### config.mk
export PLATFORM = sky130hd
export DESIGN_NAME = integer_square_root_32
export DESIGN_NICKNAME = d
export VERILOG_FILES = /design/src/hw/rtl/isq_pkg.sv /design/src/hw/rtl/integer_square_root_32.sv /design/src/hw/rtl/isq_cell.sv
export SDC_FILE = /design/constraint.sdc
export NUM_CORES = 1
export LEC_CHECK = 0
export BUFFER_PORTS_ARGS = -buffer_cell sky130_fd_sc_hd__buf_4
export CORE_MARGIN = 1.5
export CORE_UTILIZATION = 55
export CTS_BUF_LIST = sky130_fd_sc_hd__clkbuf_4 sky130_fd_sc_hd__clkbuf_8
export DETAILED_ROUTE_END_ITERATION = 10
export PLACE_DENSITY = 0.82
export SLEW_MARGIN = 5
export SYNTH_ARGS = -nofsm -noshare
export SYNTH_HDL_FRONTEND = slang
export SYNTH_SLANG_ARGS = --single-unit
export TNS_END_PERCENT = 100
### constraint.sdc
create_clock -name clk -period 2.7 [get_ports clk]
set_clock_uncertainty 0.05 [all_clocks]
set_input_delay 0.54 -clock clk [delete_from_list [all_inputs] [get_ports clk]]
set_output_delay 0.54 -clock clk [all_outputs]
set_load 0.005 [all_outputs]
### src/hw/rtl/isq_pkg.sv
// shared constants for the integer square root pipeline
package isq_pkg;

  // width of the root field on the result port
  localparam int unsigned ROOT_W = 16;

  // control bits that travel with each item from cell to cell
  typedef struct packed {
    logic valid;
  } isq_ctrl_t;

endpackage

### src/hw/rtl/integer_square_root_32.sv
// integer square root, one digit cell per root bit, one item per cycle
//
//  channel   ports                         direction  transfer when
//  input     in_start, in_radicand, busy   in         in_start && !busy
//  result    out_valid, out_root           out        out_valid (one cycle)
//
// a new radicand is taken every cycle; busy is always low
// each item is registered in every cell of the chain in turn
// each cell retires two radicand bits with one compare and subtract
// reset is synchronous and clears only the valid bits along the chain
// the receiver cannot stall, so the chain never holds an item
module integer_square_root_32 #(
  parameter int unsigned INPUT_WIDTH = 32
) (
  input  logic                       clk,
  input  logic                       rst_n,
  input  logic                       in_start,
  input  logic [INPUT_WIDTH-1:0]     in_radicand,
  output logic                       busy,
  output logic                       out_valid,
  output logic [isq_pkg::ROOT_W-1:0] out_root
);
  import isq_pkg::*;

  localparam int unsigned NSTEPS = (INPUT_WIDTH - 1) / 2 + 1;
  localparam int unsigned XW     = 2 * NSTEPS;
  localparam int unsigned QW     = NSTEPS;
  localparam int unsigned RW     = QW + 2;

  isq_ctrl_t     ctrl_s [NSTEPS+1];
  logic [XW-1:0] x_s    [NSTEPS+1];
  logic [RW-1:0] rem_s  [NSTEPS+1];
  logic [QW-1:0] q_s    [NSTEPS+1];
  logic [XW-1:0] x_pad;
  logic          accept;

  // the chain never stalls, so input is always open
  assign busy   = 1'b0;
  assign accept = in_start && !busy;
  assign x_pad  = XW'(in_radicand);

  // head of the chain
  assign ctrl_s[0].valid = accept;
  assign x_s[0]          = x_pad;
  assign rem_s[0]        = '0;
  assign q_s[0]          = '0;

  // row of digit cells
  for (genvar i = 0; i < NSTEPS; i++) begin : g_cell
    isq_cell #(
      .XW(XW),
      .QW(QW)
    ) u_cell (
      .clk    (clk),
      .rst_n  (rst_n),
      .ctrl_i (ctrl_s[i]),
      .x_i    (x_s[i]),
      .rem_i  (rem_s[i]),
      .q_i    (q_s[i]),
      .ctrl_o (ctrl_s[i+1]),
      .x_o    (x_s[i+1]),
      .rem_o  (rem_s[i+1]),
      .q_o    (q_s[i+1])
    );
  end

  // result taken from the last cell's registers
  assign out_valid = ctrl_s[NSTEPS].valid;
  assign out_root  = ROOT_W'(q_s[NSTEPS]);

`ifndef ASSERT_OFF
  // a result only comes out for an accepted radicand that has passed every cell
  a_out_origin: assert property (@(posedge clk) disable iff (!rst_n)
    out_valid |-> $past(accept, NSTEPS))
    else $error("integer_square_root_32: result without a matching input");

  // root squared does not exceed the radicand
  a_root_low: assert property (@(posedge clk) disable iff (!rst_n)
    out_valid |-> ((2*QW+2)'(q_s[NSTEPS]) * (2*QW+2)'(q_s[NSTEPS])
                   <= (2*QW+2)'($past(x_pad, NSTEPS))))
    else $error("integer_square_root_32: root too large");

  // next root squared is above the radicand
  a_root_high: assert property (@(posedge clk) disable iff (!rst_n)
    out_valid |-> (((2*QW+2)'(q_s[NSTEPS]) + 1'b1) * ((2*QW+2)'(q_s[NSTEPS]) + 1'b1)
                   > (2*QW+2)'($past(x_pad, NSTEPS))))
    else $error("integer_square_root_32: root too small");
`endif

endmodule

### src/hw/rtl/isq_cell.sv
// one digit cell of the square root chain: retires two radicand bits, makes one root bit
module isq_cell #(
  parameter int unsigned XW = 32,
  parameter int unsigned QW = 16
) (
  input  logic               clk,
  input  logic               rst_n,
  input  isq_pkg::isq_ctrl_t ctrl_i,
  input  logic [XW-1:0]      x_i,
  input  logic [QW+1:0]      rem_i,
  input  logic [QW-1:0]      q_i,
  output isq_pkg::isq_ctrl_t ctrl_o,
  output logic [XW-1:0]      x_o,
  output logic [QW+1:0]      rem_o,
  output logic [QW-1:0]      q_o
);
  import isq_pkg::*;

  localparam int unsigned RW = QW + 2;

  isq_ctrl_t     ctrl_r;
  logic [XW-1:0] x_r, x_nxt;
  logic [RW-1:0] rem_r, rem_nxt;
  logic [QW-1:0] q_r, q_nxt;
  logic [RW+1:0] rem_sh;
  logic [RW+1:0] trial;
  logic [RW+1:0] diff;
  logic          ge;

  // bring down the next two radicand bits and try the next root bit
  always_comb begin
    rem_sh  = {rem_i, x_i[XW-1:XW-2]};
    trial   = (RW+2)'({q_i, 2'b01});
    diff    = rem_sh - trial;
    ge      = (rem_sh >= trial);
    rem_nxt = ge ? RW'(diff) : RW'(rem_sh);
    q_nxt   = QW'({q_i, ge});
    x_nxt   = x_i << 2;
  end

  // control register with reset
  always_ff @(posedge clk) begin
    if (!rst_n) begin
      ctrl_r <= '0;
    end else begin
      ctrl_r <= ctrl_i;
    end
  end

  // payload registers, no reset
  always_ff @(posedge clk) begin
    x_r   <= x_nxt;
    rem_r <= rem_nxt;
    q_r   <= q_nxt;
  end

  assign ctrl_o = ctrl_r;
  assign x_o    = x_r;
  assign rem_o  = rem_r;
  assign q_o    = q_r;

`ifndef ASSERT_OFF
  // partial remainder never exceeds twice the partial root
  a_rem_bound: assert property (@(posedge clk) disable iff (!rst_n)
    ctrl_r.valid |-> ({2'b00, rem_r} <= {3'b000, q_r, 1'b0}))
    else $error("isq_cell: remainder above twice the partial root");

  // the new root bit is set exactly when the trial fit
  a_bit_rule: assert property (@(posedge clk) disable iff (!rst_n)
    ctrl_i.valid |=> (q_r[0] == $past(ge)))
    else $error("isq_cell: root bit does not match trial compare");

  // an item moves one cell per cycle
  a_valid_step: assert property (@(posedge clk) disable iff (!rst_n)
    ctrl_i.valid |=> ctrl_r.valid)
    else $error("isq_cell: item lost between cells");
`endif

endmodule

==> out/metrics.cfg, run 1 <==
[timing]
clock.fmax_mhz = 390
setup_viol = 0
maxSlewViolCount = 0
rsz0062_at_grt = yes
fin_crit_ns = 2.57
fin_hold_ws_ns = 0.0805
max-slew-margin-rel = 0.531
tightest_slew_ns = 0.698
hold_violations = 0
fin_crit_sh = 0.951
timing.final.ws_setup_ns = 0.133

[pwr]
power.internal_mw = 17.8
switching_share = 0.282
p_comb_frac = 0.189
p_seq_frac = 0.493
total_power_mw = 24.8
worst_ir_drop_vdd_uv = 573
p_sw_mw = 6.98
p_per_area_nw_per_um2 = 934
p_clk_frac = 0.318
leakage_nw = 12.4

[yosys]
yosysTopAreaCellShare = 0.563
ys_ff_latch = 642
ys_top_cells_by_area = dfxtp_1, ha_1, xor2_1
synthFlopType = dfxtp_1
synth_top_cell_by_area = dfxtp_1
async_flop_share = 0
syn-instance-count = 2175
synth-edff-count = 0
yosysUniqueCellTypes = 80
ys_seq_area_frac = 0.563
yosys_warnings = 0
syn_avg_cell_area_sq_um = 10.5
synth_area_sq_um = 22800

[setup_path]
cp-start-kind = register
cp_num_buf_inv = 1
crit_chain = inv_1, ha_1, or2_2, a311o_1, o211ai_1, a31oi_2, o21ai_1, nor4_2, xor2_1
end_kind = register
critPathTopFamily = compound AO/OA/AOI/OAI gates
critPathMaxStageDelay_ns = 0.39
worstPathRequired_ns = 3.18
cp_max_fo = 5
slowest_stage = o21ai_1
crit-reg2reg-launch = g_cell[9].u_cell.q_o[4]
cp.arrival_ns = 3.04
crit_type = register to register
startpoint = g_cell[9].u_cell.q_o[4]

[layout]
nets = 2551
syn2layout_area_growth_pct = 16.3
insertedDiodeCount = 0
fin_util = 0.649
drive_gt1_frac = 0.139

[die]
fp-row-count = 74
ios = 53
dieArea_sq_um = 42700
fp.dieH_um = 207
die_x_um = 207
core_area_sq_um = 40900
start_util = 0.558

[global_route]
grt_pass1_wl_mm = 70.5
grt_max_degree = 27
met2_usage = 0.342
grt_usage = 0.201
grt.busiest_layer = met2
met3_usage = 0.0377
grt.overflow.total = 0
grt_util_met1 = 0.249
antenna_found_initial = 0
grt_pass1_vias = 15500

[placed_design]
routabilityCongestion = 0.933
port_buffers = 51
hpwl_mm = 30.0
dp_slack_ns = 0.0490

[detailed_routing]
dr.pass1.iters = 5
ant_nets = 0
via_per_inst = 5.25
routed_wl_mm = 42.2
drtIter0Drc = 893
post-route-drc-count = 0
wl_per_cell_um = 14.2
vias = 15600

[clock_tree]
cts.sinks = 642
clk_latency_ns = 0.65
cts-buffers-inserted = 93
cts.path.max_buffers = 3
htreeDepth = 3
clkTransAtPathRegs_ns = 0.07
cts_root_buf = clkbuf_8
cts_tree = yes

[status]
outcome = finished, final reports clean

[hold_path]
worstHoldPathType = primary input to register
holdCritStartpoint = in_radicand[31]

[flow_run]
cap_violations = 0

==> layout make-up <==
class / instances / area, sq um
fillers: 3076 / 14400
flip-flops and latches: 642 / 12900
multi-input cells: 1326 / 9320
clock buffers: 141 / 1780
repair buffers: 124 / 1070
well taps: 532 / 666
inverters: 176 / 661
clock inverters: 24 / 200
==> cells by family (layout without fill, tap and decap cells) <==
group | Yosys count | after routing | share of synthesized area
buf+inv | 208 | 465 | 0.0353
compound gates | 404 | 404 | 0.108
mux | 36 | 36 | 0.0173
other cells | 1 | 2 | 0.000164
xor+xnor | 179 | 179 | 0.0687
simple gates | 552 | 552 | 0.124
flops | 642 | 642 | 0.563
fa+ha+maj | 153 | 153 | 0.0838
==> power groups by stage <==
| stage | Clock [mW] | Combinational, mW | Sequential [mW] |
|---|---|---|---|
| floorplan | 0 | 3.53 | 12.0 |
| global placement | 0 | 4.31 | 12.4 |
| detailed placement | 0 | 4.49 | 12.4 |
| CTS | 8.09 | 4.57 | 12.2 |
| global route | 8.55 | 5.24 | 12.4 |
| finish | 7.89 | 4.69 | 12.2 |
==> layer usage <==
| layer | share of wire | vias to the layer above |
|---|---|---|
| met5 | 0 | - |
| met4 | 0.023 | 0 |
| met3 | 0.050 | 73 |
| met2 | 0.48 | 378 |
| met1 | 0.44 | 7279 |
| li1 | - | 7826 |
==> registers in the layout, indices dropped and copies added, names as in the netlist <==
name,count
g_cell.u_cell.x_o,240
g_cell.u_cell.q_o,136
g_cell.u_cell.rem_o,250
g_cell.u_cell.ctrl_o,16
==> per-stage QoR <==
stage,area (sq um),cells,setup TNS [ns]
floorplan,22800,2176,0
global placement,24100,2768,0
detailed placement,24100,2768,0
CTS,26400,2964,0
global route,26600,2965,-0.0644
finish,26600,2965,0
==> final timing paths <==
| path | cells after the start | slack (ns) | end |
|---|---|---|---|
| hold / removal | 2 | 0.08 | g_cell[0].u_cell.q_o[0] |
| setup reg to reg | 9 | 0.13 | g_cell[10].u_cell.rem_o[15] |
| hold reg to reg | 0 | 0.27 | g_cell[10].u_cell.x_o[27] |
| setup / recovery | 9 | 0.13 | g_cell[10].u_cell.rem_o[15] |
==> synth_stat cells (all sizes together), types with 29 or more instances <==
cell type,n
dfxtp,642
inv,175
ha,153
nor2,144
a21oi,135
o21ai,125
nand2,103
xor2,92
xnor2,87
nor3,65
nand3,34
nor4,31
nand2b,29
==> placed cells by master (no fill, tap or decap), types with 29 or more instances in the layout <==
cell	count
nand2b_1	29
xnor2_1	87
ha_1	153
nand2_1	102
xor2_1	92
clkbuf_8	116
dfxtp_1	642
nor3_1	59
buf_4	88
inv_1	174
dlygate4sd3_1	31
nand3_1	33
nor4_1	30
a21oi_1	131
o21ai_0	115
nor2_1	143
==> what timing repair did <==
action,CTS,global route
buffers inserted,0,1
hold buffers,31,0
endpoints found under the hold margin,31,0
setup endpoints to repair,0,49
gates resized for setup,0,34
Note: power is estimated with default switching activity, not from simulation.
==> inputs of run 2 (changes only) <==
--- a/config.mk
+++ b/config.mk
@@ -10,6 +10,7 @@
 export CORE_UTILIZATION = 55
 export CTS_BUF_LIST = sky130_fd_sc_hd__clkbuf_4 sky130_fd_sc_hd__clkbuf_8
 export DETAILED_ROUTE_END_ITERATION = 10
+export HOLD_SLACK_MARGIN = 0.15
 export PLACE_DENSITY = 0.82
 export SLEW_MARGIN = 5
 export SYNTH_ARGS = -nofsm -noshare
==> constraint.sdc (replaced) <==
create_clock -name clk -period 2.5 [get_ports clk]
set_clock_uncertainty 0.05 [all_clocks]
set_input_delay 0.5 -clock clk [delete_from_list [all_inputs] [get_ports clk]]
set_output_delay 0.5 -clock clk [all_outputs]
set_load 0.005 [all_outputs]
==> run 2 against run 1 <==
  * The flow now finishes with violations (negative setup slack)
  * Maximum frequency up 2.5%
  * Non-clock buffer count rose by 70
  * Critical path type unchanged
  * Highest routed layer unchanged
  * Power rose by 11%
==> out/metrics.cfg, run 2 (synthesized netlist as in run 1, its figures left out) <==
[pwr]
p_seq_frac = 0.481  ; -0.012
switching_share = 0.289  ; +0.00780
p_comb_frac = 0.210  ; +0.021
total_power_mw = 27.5  ; +11%
p_clk_frac = 0.309  ; -0.009
leakage_nw = 12.8  ; +3.4%
power.internal_mw = 19.6  ; +9.8%
p_sw_mw = 7.97  ; +14%
p_per_area_nw_per_um2 = 993  ; +6.3%
worst_ir_drop_vdd_uv = 653  ; +14%

[clock_tree]
clk_latency_ns = 0.67  ; +0.02 ns
cts-buffers-inserted = 92  ; -1.1%
clkTransAtPathRegs_ns = 0.06  ; about the same
cts_tree = yes
cts.path.max_buffers = 3  ; unchanged
cts_root_buf = clkbuf_8
htreeDepth = 3  ; unchanged
cts.sinks = 642  ; unchanged

[die]
dieArea_sq_um = 42700  ; unchanged
fp.dieH_um = 207  ; unchanged
fp-row-count = 74  ; unchanged
die_x_um = 207  ; unchanged
core_area_sq_um = 40900  ; unchanged
ios = 53  ; unchanged
start_util = 0.558  ; unchanged

[detailed_routing]
vias = 16100  ; +3.8%
wl_per_cell_um = 15.3  ; +7.2%
via_per_inst = 5.32  ; +1.3%
dr.pass1.iters = 6  ; +1
drtIter0Drc = 1109  ; +24%
post-route-drc-count = 0  ; unchanged
routed_wl_mm = 46.4  ; +9.8%
ant_nets = 0  ; unchanged

[timing]
fin_crit_sh = 1.00  ; +0.0505
setup_viol = 2  ; +2
hold_violations = 0  ; unchanged
fin_setup_tns_ns = -0.00650  ; -0.00650 ns
tightest_slew_ns = 0.804  ; +0.106 ns
rsz0062_at_grt = yes
clock.fmax_mhz = 399  ; +2.5%
timing.final.ws_setup_ns = -0.00338  ; -0.136 ns
fin_crit_ns = 2.50  ; -0.0638 ns
fin_hold_ws_ns = 0.272  ; +0.192 ns
maxSlewViolCount = 0  ; unchanged
max-slew-margin-rel = 0.460  ; -0.0712

[layout]
final_cell_mix = dfxtp_1, inv_1, buf_4
fin_util = 0.678  ; +0.0288
nets = 2621  ; +2.7%
final_common_cell = dfxtp_1
final_cells = 3037  ; +2.4%
syn2layout_area_growth_pct = 21.4
drive_gt1_frac = 0.201  ; +0.0619
insertedDiodeCount = 0  ; unchanged
largest_reg_flops = 250  ; unchanged

[global_route]
grt_usage = 0.208  ; +0.00708
grt_pass1_vias = 15900  ; +2.6%
antenna_found_initial = 0  ; unchanged
grt_pass1_wl_mm = 72.6  ; +3.0%
grt_max_degree = 28  ; +3.7%
grt.overflow.total = 0  ; unchanged

[setup_path]
cp.arrival_ns = 3.00  ; -0.04 ns
crit_chain = inv_1, ha_4, a211oi_2, nor2_1, nor3_2, buf_4, o211ai_1, or2_4, nor2b_1, mux2_2
slowest_stage = dfxtp_1
cp_num_buf_inv = 2  ; +1
crit_type = register to register
cp_max_fo = 5  ; unchanged
critPathMaxStageDelay_ns = 0.33  ; -0.06 ns
end_kind = register
worstPathRequired_ns = 3.00  ; -0.18 ns
critPathTopFamily = simple AND/OR/NAND/NOR gates
cp-start-kind = register

[placed_design]
routabilityCongestion = 0.950  ; +1.8%
port_buffers = 51  ; unchanged
place_inst = 2810  ; +1.5%
hpwl_mm = 30.6  ; +2.0%

[flow_run]
cap_violations = 0  ; unchanged

[status]
outcome = finished, violations left
violations = negative setup slack

[hold_path]
worstHoldPathType = register to register

## run 2: cell types whose count changed in the layout (fill, tap and decap cells not counted), moves of 6 or more
| cell | before | now |
|---|---|---|
| clkbuf_4 | 25 | 34 |
| o21ai_1 | 9 | 15 |
| o21ai_0 | 115 | 104 |
| dfxtp_2 | 0 | 14 |
| nor2_2 | 1 | 10 |
| buf_4 | 88 | 149 |
| nor2_1 | 143 | 132 |
| nor3_2 | 6 | 13 |
| nor3_1 | 59 | 51 |
| dfxtp_1 | 642 | 628 |
| ha_1 | 153 | 132 |
| clkinv_2 | 16 | 10 |
| ha_4 | 0 | 16 |
## run 2: path summary, 6_finish.rpt
path / start / endpoint / slack [ns] / cells after the start
setup reg to reg: g_cell[11].u_cell.q_o[3] / g_cell[12].u_cell.rem_o[17] / -0.003 / 10
hold reg to reg: g_cell[7].u_cell.x_o[29] / g_cell[8].u_cell.x_o[31] / 0.27 / 0
setup / recovery: g_cell[11].u_cell.q_o[3] / g_cell[12].u_cell.rem_o[17] / -0.003 / 10
hold / removal: g_cell[7].u_cell.x_o[29] / g_cell[8].u_cell.x_o[31] / 0.27 / 0
## run 2: layout make-up
| cell class | count | area, sq um |
|---|---|---|
| clock inverter | 16 | 130 |
| inverter | 176 | 663 |
| sequential | 642 | 12900 |
| fill | 2803 | 13200 |
| tap | 532 | 666 |
| timing repair buffer | 194 | 1640 |
| multi-input combinational | 1327 | 9910 |
| clock buffer | 150 | 1850 |
## run 2: layer usage
metal	global-route usage	up-vias	wire length (um)
met3	0.0468	122	2820
met4	0.0915	0	1370
met1	0.248	7558	19300
met5	0	-	0
li1	-	7972	-
met2	0.358	494	22800
## run 2: power by group through the flow
stage                     clock network [mW]  logic (mW)  registers (mW)
after floorplan                            0        3.81            13.0
after global placement                     0        4.78            13.3
after detailed placement                   0        5.00            13.4
after CTS                               8.70        5.24            13.2
after global routing                    9.18        6.35            13.4
final                                   8.51        5.80            13.2
## run 2: stage by stage
step,area [sq um],setup WS [ns]
2_1_floorplan,22800,0.101
3_3_place_gp,24400,-0.131
3_5_place_dp,24400,-0.244
4_1_cts,27000,-0.00192
5_1_grt,27700,-0.114
6_report,27700,-0.00338
## run 2: what timing repair did
| item | CTS | global route |
|---|---|---|
| hold endpoints to repair | 49 | 0 |
| gates cloned | 1 | 2 |
| pin swaps | 6 | 34 |
| buffers inserted | 5 | 17 |
| gates resized for setup | 38 | 134 |
| endpoints found under the setup margin | 62 | 109 |
| hold buffers | 36 | 0 |
